File: src/rtl/gkg_pkg.sv
// Package: item types, divider request type and fixed constants of the kernel generator.
package gkg_pkg;

  // Request item
  typedef struct packed {
    logic [2:0]  kernel_size;
    logic [11:0] sigma;
    logic        mode;
  } in_item_t;

  // Result item: one coefficient
  typedef struct packed {
    logic [2:0]  row;
    logic [2:0]  column;
    logic [23:0] coefficient;
    logic        last;
  } out_item_t;

  localparam int unsigned DVD_W  = 64;  // divider dividend / quotient width
  localparam int unsigned DVS_W  = 32;  // divider divisor width
  localparam int unsigned NBIT_W = 7;   // dividend bit count, up to 64

  // Divider request
  typedef struct packed {
    logic              start;
    logic [DVD_W-1:0]  dividend;
    logic [DVS_W-1:0]  divisor;
    logic [NBIT_W-1:0] nbits;
  } div_req_t;

  localparam logic [31:0] INV_E_Q32    = 32'd1580030169;
  localparam logic [3:0]  SERIES_TERMS = 4'd12;
  localparam logic [31:0] MAX_EXP_INT  = 32'd24;
  localparam logic [23:0] COEF_MAX     = 24'hFFFFFF;
  localparam int unsigned IDX_W        = 6;  // linear entry index, up to 48
  localparam logic [NBIT_W-1:0] ARG_NBITS  = 7'd53;  // (d2 << 47) + rounding
  localparam logic [NBIT_W-1:0] TERM_NBITS = 7'd33;  // series term, up to 2^32

endpackage

File: src/rtl/gkg_ram.sv
// Generic single-write, single-read RAM with registered read data.
module gkg_ram #(
  parameter int unsigned WIDTH = 8,
  parameter int unsigned DEPTH = 16,
  parameter int unsigned AW    = (DEPTH > 1) ? $clog2(DEPTH) : 1
) (
  input  logic             clk_i,
  input  logic             we_i,
  input  logic [AW-1:0]    waddr_i,
  input  logic [WIDTH-1:0] wdata_i,
  input  logic [AW-1:0]    raddr_i,
  output logic [WIDTH-1:0] rdata_o
);

  logic [WIDTH-1:0] mem_q [DEPTH];

  always_ff @(posedge clk_i) begin
    if (we_i) begin
      mem_q[waddr_i] <= wdata_i;
    end
    rdata_o <= mem_q[raddr_i];
  end

endmodule

File: src/rtl/gkg_div.sv
// Shared restoring divider, one quotient bit per cycle.
module gkg_div import gkg_pkg::*; (
  input  logic             clk_i,
  input  logic             rst_ni,
  input  div_req_t         req_i,
  output logic             done_o,
  output logic [DVD_W-1:0] quotient_o
);

  logic              busy_q;
  logic              done_q;
  logic [5:0]        bit_q;
  logic [DVS_W-1:0]  rem_q;
  logic [DVS_W-1:0]  dvs_q;
  logic [DVD_W-1:0]  dvd_q;
  logic [DVD_W-1:0]  quo_q;
  logic [DVS_W:0]    rem_sh;
  logic              fits;

  // Shift in the next dividend bit and trial subtract
  assign rem_sh = {rem_q, dvd_q[bit_q]};
  assign fits   = (rem_sh >= {1'b0, dvs_q});

  always_ff @(posedge clk_i or negedge rst_ni) begin
    if (!rst_ni) begin
      busy_q <= 1'b0;
      done_q <= 1'b0;
      bit_q  <= '0;
    end else begin
      done_q <= !req_i.start && busy_q && (bit_q == 6'd0);
      if (req_i.start) begin
        busy_q <= 1'b1;
        bit_q  <= 6'(req_i.nbits - NBIT_W'(1));
      end else if (busy_q) begin
        if (bit_q == 6'd0) begin
          busy_q <= 1'b0;
        end else begin
          bit_q <= bit_q - 6'd1;
        end
      end
    end
  end

  // Datapath
  always_ff @(posedge clk_i) begin
    if (req_i.start) begin
      rem_q <= '0;
      quo_q <= '0;
      dvd_q <= req_i.dividend;
      dvs_q <= req_i.divisor;
    end else if (busy_q) begin
      if (fits) begin
        rem_q <= DVS_W'(rem_sh - {1'b0, dvs_q});
      end else begin
        rem_q <= rem_sh[DVS_W-1:0];
      end
      quo_q[bit_q] <= fits;
    end
  end

  assign done_o     = done_q;
  assign quotient_o = quo_q;

endmodule

File: src/rtl/gaussian_kernel_generator_unit.sv
// Top level: Gaussian kernel coefficient generator with a shared divider and multiplier.
//
//   channel | direction | payload    | handshake
//   in      | input     | in_item_i  | in_valid_i / in_stall_o
//   out     | output    | out_item_o | out_valid_o / out_stall_i
//
// Each coefficient is computed in turn on one divider and one multiplier:
// exponent argument (one divide), 12 series terms (each a multiply plus a
// divide), up to 24 e^-1 multiplies, and a store; then each weight is read
// back and normalized by a divide, unless the divisor is zero.
// Reset clears the sequencer and output valid; the weight store needs no clearing.
// A stalled output holds the sequencer at the emit step; input is stalled while busy.
module gaussian_kernel_generator_unit import gkg_pkg::*; #(
  parameter int unsigned MAX_SIZE  = 7,
  parameter int unsigned FRAC_BITS = 16
) (
  input  logic      clk_i,
  input  logic      rst_ni,
  input  logic      in_valid_i,
  output logic      in_stall_o,
  input  in_item_t  in_item_i,
  output logic      out_valid_o,
  input  logic      out_stall_i,
  output out_item_t out_item_o
);

  localparam int unsigned DEPTH = MAX_SIZE * MAX_SIZE;
  localparam int unsigned AW    = (DEPTH > 1) ? $clog2(DEPTH) : 1;
  localparam int unsigned W_W   = FRAC_BITS + 1;   // raw weight UQ1.F
  localparam int unsigned SUM_W = FRAC_BITS + 6;   // sum of up to 49 weights
  localparam logic [2:0]  MAX_SZ = 3'(MAX_SIZE);
  localparam logic [NBIT_W-1:0] NORM_NBITS = NBIT_W'(2 * FRAC_BITS + 2);
  localparam logic [33:0] W_RND = 34'(1) << (31 - FRAC_BITS);

  typedef enum logic [3:0] {
    S_IDLE, S_ASTART, S_AWAIT, S_TMUL, S_TSTART, S_TWAIT, S_EMUL, S_EADD,
    S_STORE, S_RD, S_RDW, S_NSTART, S_NWAIT, S_PUT
  } state_e;

  state_e            state_q;
  logic [2:0]        sz_q, i_q, j_q, c_q;
  logic              mode_q;
  logic [23:0]       s2_q;
  logic [IDX_W-1:0]  idx_q, last_idx;
  logic [63:0]       a_q;
  logic [32:0]       term_q, sum_q;
  logic [3:0]        k_q;
  logic [4:0]        n_q, cnt_q;
  logic [64:0]       prod_q;
  logic [32:0]       mul_a;
  logic [31:0]       mul_b;
  logic [SUM_W-1:0]  total_q, divisor_q;
  logic [W_W-1:0]    tl_q, w_q, w_new;
  logic [W_W-1:0]    ram_rdata;
  logic [23:0]       coef_q;
  logic              out_vld_q;
  out_item_t         out_q;
  div_req_t          div_req;
  logic              div_done;
  logic [DVD_W-1:0]  div_quo;
  logic [2:0]        di, dj;
  logic [4:0]        d2;
  logic [2:0]        sz_in;
  logic [5:0]        sz_sq;
  logic [33:0]       w_sum;
  logic              take_out;

  // Distance of the current entry from the center
  assign di    = (i_q >= c_q) ? i_q - c_q : c_q - i_q;
  assign dj    = (j_q >= c_q) ? j_q - c_q : c_q - j_q;
  assign d2    = 5'(di * di) + 5'(dj * dj);
  assign sz_sq = 6'(sz_q * sz_q);
  assign last_idx = IDX_W'(sz_sq - 6'd1);
  assign sz_in = (in_item_i.kernel_size > MAX_SZ) ? MAX_SZ : in_item_i.kernel_size;

  // Raw weight rounded from Q32 to FRAC_BITS
  assign w_sum = {1'b0, sum_q} + W_RND;
  assign w_new = W_W'(w_sum >> (32 - FRAC_BITS));

  // Shared multiplier operand select
  always_comb begin
    mul_a = term_q;
    mul_b = a_q[31:0];
    if (state_q == S_EMUL) begin
      mul_a = sum_q;
      mul_b = INV_E_Q32;
    end
  end

  // Divider request by step
  always_comb begin
    div_req = '0;
    unique case (state_q)
      S_ASTART: begin
        div_req.start    = 1'b1;
        div_req.dividend = (DVD_W'(d2) << 47) + DVD_W'(s2_q >> 1);
        div_req.divisor  = DVS_W'(s2_q);
        div_req.nbits    = ARG_NBITS;
      end
      S_TSTART: begin
        div_req.start    = 1'b1;
        div_req.dividend = DVD_W'(prod_q[64:32]);
        div_req.divisor  = DVS_W'(k_q);
        div_req.nbits    = TERM_NBITS;
      end
      S_NSTART: begin
        div_req.start    = 1'b1;
        div_req.dividend = (DVD_W'(w_q) << FRAC_BITS) + DVD_W'(divisor_q >> 1);
        div_req.divisor  = DVS_W'(divisor_q);
        div_req.nbits    = NORM_NBITS;
      end
      default: ;
    endcase
  end

  gkg_div u_div (
    .clk_i      (clk_i),
    .rst_ni     (rst_ni),
    .req_i      (div_req),
    .done_o     (div_done),
    .quotient_o (div_quo)
  );

  gkg_ram #(
    .WIDTH (W_W),
    .DEPTH (DEPTH)
  ) u_ram (
    .clk_i   (clk_i),
    .we_i    (state_q == S_STORE),
    .waddr_i (idx_q[AW-1:0]),
    .wdata_i (w_new),
    .raddr_i (idx_q[AW-1:0]),
    .rdata_o (ram_rdata)
  );

  assign take_out = !out_vld_q || !out_stall_i;

  // Sequencer and datapath registers
  always_ff @(posedge clk_i or negedge rst_ni) begin
    if (!rst_ni) begin
      state_q   <= S_IDLE;
      out_vld_q <= 1'b0;
      total_q   <= '0;
      idx_q     <= '0;
    end else begin
      // Emitted item leaves unless a new one is loaded in the same cycle
      if (out_vld_q && !out_stall_i && state_q != S_PUT) begin
        out_vld_q <= 1'b0;
      end
      unique case (state_q)
        S_IDLE: begin
          if (in_valid_i && in_item_i.kernel_size != 3'd0) begin
            sz_q    <= sz_in;
            c_q     <= sz_in >> 1;
            mode_q  <= in_item_i.mode;
            s2_q    <= (in_item_i.sigma == 12'd0) ? 24'd1 : in_item_i.sigma * in_item_i.sigma;
            i_q     <= '0;
            j_q     <= '0;
            idx_q   <= '0;
            total_q <= '0;
            state_q <= S_ASTART;
          end
        end
        S_ASTART: state_q <= S_AWAIT;
        S_AWAIT: begin
          if (div_done) begin
            a_q    <= div_quo;
            term_q <= 33'h1_0000_0000;
            k_q    <= 4'd1;
            n_q    <= div_quo[36:32];
            if (div_quo[63:32] > MAX_EXP_INT) begin
              sum_q   <= '0;
              state_q <= S_STORE;
            end else begin
              sum_q   <= 33'h1_0000_0000;
              state_q <= S_TMUL;
            end
          end
        end
        S_TMUL: begin
          prod_q  <= mul_a * mul_b;
          state_q <= S_TSTART;
        end
        S_TSTART: state_q <= S_TWAIT;
        S_TWAIT: begin
          if (div_done) begin
            term_q <= div_quo[32:0];
            if (k_q[0]) begin
              sum_q <= (sum_q >= div_quo[32:0]) ? sum_q - div_quo[32:0] : '0;
            end else begin
              sum_q <= sum_q + div_quo[32:0];
            end
            k_q <= k_q + 4'd1;
            cnt_q <= '0;
            if (k_q != SERIES_TERMS) begin
              state_q <= S_TMUL;
            end else if (n_q == 5'd0) begin
              state_q <= S_STORE;
            end else begin
              state_q <= S_EMUL;
            end
          end
        end
        S_EMUL: begin
          prod_q  <= mul_a * mul_b;
          state_q <= S_EADD;
        end
        S_EADD: begin
          sum_q <= 33'((prod_q + 65'h8000_0000) >> 32);
          cnt_q <= cnt_q + 5'd1;
          state_q <= (cnt_q + 5'd1 == n_q) ? S_STORE : S_EMUL;
        end
        S_STORE: begin
          total_q <= total_q + SUM_W'(w_new);
          if (idx_q == '0) begin
            tl_q <= w_new;
          end
          if (idx_q == last_idx) begin
            // Single-entry kernel: top-left weight is the one being stored
            divisor_q <= mode_q ? ((idx_q == '0) ? SUM_W'(w_new) : SUM_W'(tl_q))
                                : total_q + SUM_W'(w_new);
            i_q     <= '0;
            j_q     <= '0;
            idx_q   <= '0;
            state_q <= S_RD;
          end else begin
            idx_q <= idx_q + IDX_W'(1);
            if (j_q == sz_q - 3'd1) begin
              j_q <= '0;
              i_q <= i_q + 3'd1;
            end else begin
              j_q <= j_q + 3'd1;
            end
            state_q <= S_ASTART;
          end
        end
        S_RD: state_q <= S_RDW;
        S_RDW: begin
          w_q <= ram_rdata;
          if (divisor_q == '0) begin
            coef_q  <= COEF_MAX;
            state_q <= S_PUT;
          end else begin
            state_q <= S_NSTART;
          end
        end
        S_NSTART: state_q <= S_NWAIT;
        S_NWAIT: begin
          if (div_done) begin
            coef_q  <= (div_quo > DVD_W'(COEF_MAX)) ? COEF_MAX : div_quo[23:0];
            state_q <= S_PUT;
          end
        end
        S_PUT: begin
          if (take_out) begin
            out_vld_q           <= 1'b1;
            out_q.row           <= i_q;
            out_q.column        <= j_q;
            out_q.coefficient   <= coef_q;
            out_q.last          <= (idx_q == last_idx);
            if (idx_q == last_idx) begin
              state_q <= S_IDLE;
            end else begin
              idx_q <= idx_q + IDX_W'(1);
              if (j_q == sz_q - 3'd1) begin
                j_q <= '0;
                i_q <= i_q + 3'd1;
              end else begin
                j_q <= j_q + 3'd1;
              end
              state_q <= S_RD;
            end
          end
        end
        default: state_q <= S_IDLE;
      endcase
    end
  end

  assign in_stall_o  = (state_q != S_IDLE);
  assign out_valid_o = out_vld_q;
  assign out_item_o  = out_q;

endmodule

File: config.mk
export PLATFORM = sky130hd
export DESIGN_NAME = gaussian_kernel_generator_unit
export DESIGN_NICKNAME = d
export VERILOG_FILES = /design/src/rtl/gkg_pkg.sv /design/src/rtl/gkg_ram.sv /design/src/rtl/gkg_div.sv /design/src/rtl/gaussian_kernel_generator_unit.sv
export SDC_FILE = /design/constraint.sdc
export NUM_CORES = 2
export LEC_CHECK = 0
export BUFFER_PORTS_ARGS = -buffer_cell sky130_fd_sc_hd__buf_4
export CORE_MARGIN = 2
export CORE_UTILIZATION = 63
export CTS_CLUSTER_DIAMETER = 50
export DETAILED_ROUTE_END_ITERATION = 10
export PLACE_DENSITY = 0.79
export RECOVER_POWER = 25
export SLEW_MARGIN = 20
export SYNTH_ARGS = -nofsm -noshare
export SYNTH_HDL_FRONTEND = slang
export SYNTH_SLANG_ARGS = --single-unit
File: constraint.sdc
create_clock -name clk_i -period 11.1 [get_ports clk_i]
set_input_delay 2.22 -clock clk_i [delete_from_list [all_inputs] [get_ports clk_i]]
set_output_delay 2.22 -clock clk_i [all_outputs]
set_load 0.03 [all_outputs]
# == Word-level counts from Yosys, hierarchy flattened ==
# Memory sizes are Yosys's and may differ from the RTL's. A register that Yosys moved wholly into a read port is not among the register bits.
# Index checks and enable logic that the tools add are counted.
# totals
register_bits,555
mem_bits_rw,833
in_bits,20
out_inout_bits,33
word_cells,210
memories,1
# classes
add_sub_neg,22
n_mul,5
n_lt_le_gt_ge,9
eq_ne,26
muxes,73
reduce_logical,42
# mem_list
name,depth,width,rd,rd_ports_with_merged_regs,write_ports,line_no,rtl
u_ram.mem_q,49,17,1,1,1,gkg_ram.sv:15,logic [WIDTH-1:0] mem_q [DEPTH];
# ops
operator,n
$pmux 104 s3,1
$mux 33,8
$pmux 33 s3,1
$mux 24,3
$pmux 33 s2,1
$add 65x32->65 const B,1
$mul 33x32->65,1
$bwmux 64,1
$gt 64x24->1 const B,1
$mux 32,2
$pmux 4 s14,1
$add 52x23->53,1
$mux 4,13
$pmux 24 s2,1
$mux 22,2
$pmux 22 s2,1
$mux 6,7
$mux 3,12
$add 33x21->34,1
$add 33x16->33 const B,1
$add 33x33->33,1
$ge 33x32->1,1
$ge 33x33->1,1
$sub 33x33->33,1
other kinds (54),113

# == Depth between registers and ports, before layout ==
# depth
ltp_word,9
mapped_depth,36
depth_no_buf,32

# == By module ==
# Synthesis repeated with hierarchy kept, for this count alone.
# hier_totals
hier_cells,8476
hier_area_um2,98150.4
# by_module_without_submodules
module,n_inst,cells_each,area_each_um2,seq_area_each_um2
gaussian_kernel_generator_unit,1,6056,56087.5,9534.1
gkg_ram,1,1418,32258.4,25354.3
gkg_div,1,1002,9804.4,5004.8

# == Worst setup path before layout ==
# No wires, ideal clock.
# synth_timing
path_kind,register to register
start,register state_q[3]
end,register prod_q[58] (data pin)
setup_ps,260
arrival_time_ps,8627
required_ps,10840
setup_slack_ps,2213
path_stages_with_launch,32
path_buffers,5
period_less_slack_ps,8887
cell_sequence,dfrtp_1 -> buf_6 -> nor4bb_4 -> clkbuf_1 -> buf_2 -> buf_2 -> mux2i_1 -> nor2_1 -> fa_1 -> inv_1 -> fa_1 -> fa_1 -> fa_1 -> inv_1 -> fa_1 -> fa_1 -> fa_1 -> inv_1 -> fa_1 -> inv_1 -> ha_1 -> buf_6 -> a21o_1 -> a21o_1 -> a2111oi_2 -> nor3_1 -> a32oi_2 -> nand2_2 -> a41oi_4 -> o311ai_4 -> a221oi_2 -> xnor2_1
# synth_via
elab_chain_cells,3
elab_cells_between_ends,4
cone_classes,1 x mul; 1 x eq/ne; 2 x mux
# synth_rtl
element,line_no,rtl
from (decl),gaussian_kernel_generator_unit.sv:40,state_e state_q;
from (signal assigned),gaussian_kernel_generator_unit.sv:211,state_q <= (cnt_q + 5'd1 == n_q) ? S_STORE : S_EMUL;
$eq 4x3->1 (*),"gaussian_kernel_generator_unit.sv:84, gaussian_kernel_generator_unit.sv:150",
$mux 33 or $mux 32 (tied branches),gaussian_kernel_generator_unit.sv:84,if (state_q == S_EMUL) begin
$mul 33x32->65 (*),"gaussian_kernel_generator_unit.sv:181, gaussian_kernel_generator_unit.sv:205",
to (signal assigned),gaussian_kernel_generator_unit.sv:181,prod_q <= mul_a * mul_b;
to (signal assigned),gaussian_kernel_generator_unit.sv:205,prod_q <= mul_a * mul_b;
to (decl),gaussian_kernel_generator_unit.sv:49,logic [64:0] prod_q;
# Every way passes the cells marked *; elsewhere a longest branch is shown, timed or not.
# A chain may end at the register's enable or synchronous reset.

# == Worst setup path after layout ==
# layout_timing
start,register state_q[2]
end,register prod_q[63] (data pin)
# Same word-level chain as after synthesis.

==> metrics.yaml <==
status: "complete, but fails checks"
clk_pin_slew_worst_paths_ns: 0.06
maxSlewViolCount: 694
synth_area_leaders: "edfxtp_1 (38%), fa_1 (22%), ha_1 (6.1%), inv_1 (4.6%), nand2_1 (3.5%)"
post-place-cells: 10235
grt_max_degree: 106
end_kind: "register"
crit_family: "adder cells"
finalCritPeriodShare_pct: 95.4
antenna_found_initial: 24
clock_sinks: 1340
dieHeight_um: 391
clk_path_buf_depth: 3
syn_avg_cell_area_um2: 11.1
core_mm2: 0.148
setup_tns_ns: 0
max_stage_delay_ns: 0.76
skew_ns: 0.0619
die_width_um: 391
yosys.area.top_type_share_pct: 37.8
ctsHoldBuffers: 0
drc: 0
maxCapViolCount: 14
critPathRequiredTime_ns: 11.64
ant_nets: 0
gp_congestion: 1.07
ir_worst_vdd_mv: 0.247
multiInputGateArea_mm2: 0.0496
synth_top_area_cell: "edfxtp_1"
routed_wl_um: 313000
area_growth_pct: 8.77
setup_viol: 0
async_flop_share_pct: 3.06
fin_cells: 10516
violations: "capacitance limit, slew limit"
cts_buffers: 141
cts_tree: "built"
holdWs_ns: 0.393
synth_area_mm2: 0.0942
drt_iter0_markers: 9534
p_leak_nw: 42.6
min_period_ns: 10.59
postCtsSetupRepairBufs: 0
ctsRootBufferMaster: "clkbuf_16"
htree_num_levels: 4
synth_most_common_cell: "edfxtp_1"
synth_xor_area_share_pct: 2.17
wire_per_inst_um: 29.8
cp_common_cell: "fa_1"
yosysWarningCount: 0
synth-seq-cells: 1340
die_area_mm2: 0.153
synth_edf_count: 1186
ys_seq_area_share_pct: 41.3
grt_overflow: 0
grt_util_all_layers_pct: 41.7
power_density_mw_per_mm2: 113
dp_hpwl_um: 222000
register_area_mm2: 0.0389
initial_utilization_pct: 63.6
hp-class: "reg -> reg"
synth_compound_area_share_pct: 10.2
cpMaxStageDelayCell: "o21ai_0"
critPathArrivalTime_ns: 11.13
syn_inst: 8448
synthTopCellsByCount: "edfxtp_1 (1186), inv_1 (1153), fa_1 (1015)"
rsz0062_at_grt: "no"
synth_top_family_by_area: "adder cells"
path_class: "reg -> reg"
timing.fmax_mhz: 94.4
cts-resized-gates: 0
power_mw: 11.5
cp_num_buf_inv: 6
yosysUniqueCellTypes: 100
synth-simple-area-share_pct: 11.4
worst_slew_pin_slew_ns: 3.33
relSlewSlack_pct: -122
worst_skew_pair.late_latency_ns: 0.84
final_hold_viol_count: 0
synth-adder-area-share_pct: 27.7
cp-start-kind: "register"
core.rowCount: 141
n_fill_cell: 10437
synthMuxAreaShare_pct: 0.935
drive_above_1_share_pct: 7.07
synth_flop_cell: "edfxtp_1"
fin_nets: 9942
ioPinCount: 53
num_vias: 69308
dr.pass1.iters: 7
grt_pass1_wl_um: 460000
vias_per_cell: 6.59
port_buffers: 52
grt_pass1_vias: 70136
path_max_fanout: 20
syn_nets: 9941
-- flip-flops by register name, indices dropped and copies added (netlist names), 24 cells and up --
register          count
out_item_o           31
u_ram.mem_q         833
u_div.rem_q          32
prod_q               34
term_q               33
u_div.quotient_o     64
u_div.dvs_q          24
a_q                  32
u_div.dvd_q          39
sum_q                33
coef_q               24
-- where the power goes --
group / switching, mW / internal [mW] / total (mW)
combinational: 0.634 / 0.464 / 1.10
sequential: 0.00984 / 5.48 / 5.49
clock: 2.16 / 2.79 / 4.94
-- area by class of cell --
| class | count | area share, % |
|---|---|---|
| Antenna cell | 18 | 0.0440 |
| Clock buffer | 165 | 3.53 |
| Clock inverter | 97 | 1.27 |
| Inverter | 1157 | 4.24 |
| Multi-Input combinational cell | 5525 | 48.5 |
| Sequential cell | 1340 | 38.0 |
| Tap cell | 1930 | 2.36 |
| Timing Repair Buffer | 284 | 2.10 |
-- final timing paths --
path	start	to	slack (ns)	depth (start not counted)
max	state_q[2]	prod_q[63]	0.51	30
min	u_ram.rdata_o[4]	w_q[4]	0.39	0
max reg2reg	state_q[2]	prod_q[63]	0.51	30
min reg2reg	u_ram.rdata_o[4]	w_q[4]	0.39	0
max in group asynchronous	rst_ni	u_div.busy_q	6.18	1
min in group asynchronous	rst_ni	idx_q[5]	2.47	1
-- per-stage QoR --
stage	util, %	setup slack, ns	area, um2
after detailed placement	65.9	0.998	97500
after global placement	65.9	1.05	97500
after global routing	69.2	0.245	102000
final	69.2	0.509	102000
after floorplan	-	2.21	94200
after CTS	69.2	0.972	102000
-- per-layer routing --
layer	up-vias	global-route usage, %	routed length (um)
met4	16	29.1	27000
li1	28614	-	-
met5	-	0	103
met3	1334	12.8	41800
met1	34212	52.3	106000
met2	5132	62.3	138000
-- cell usage in the layout, fill, tap and decap left out, drive strengths merged, types with 17 or more instances in the layout --
cell type  synthesis  routed
xnor2            139     139
a22oi            325     325
o21ai            182     182
o22ai             38      38
clkinv             3      61
and3              42      42
mux2i             70      70
xor2              94      94
nand2b            33      33
nand4             85      85
a211oi            75      75
a21o              82      82
nor2             684     684
clkbuf           363     186
o21bai            31      31
o211ai            19      19
a41oi             26      26
nor4              33      33
a31oi             52      52
dfxtp            113     113
and4              17      17
nor3              69      69
edfxtp          1186    1186
a22o              76      76
ha               458     458
fa              1015    1015
inv             1154    1164
or2               28      28
and2             272     272
nand2            891     891
nor2b             57      57
buf               63     263
dfrtp             41      41
nand3             94      94
a21oi            287     287
a221oi            52      52
diode              0      18
-- cell families (layout without fill, tap and decap cells) --
logic type	count (synthesis)	after routing
AOI/OAI and AO/OA	1380	1380
DFF	1340	1340
buffers and inverters	1583	1703
xor gates and xnor gates	233	233
other	0	18
muxes	82	82
adders and majority gates	1473	1473
and+or+nand+nor	2357	2357
Power figures use the tool's default switching activity.
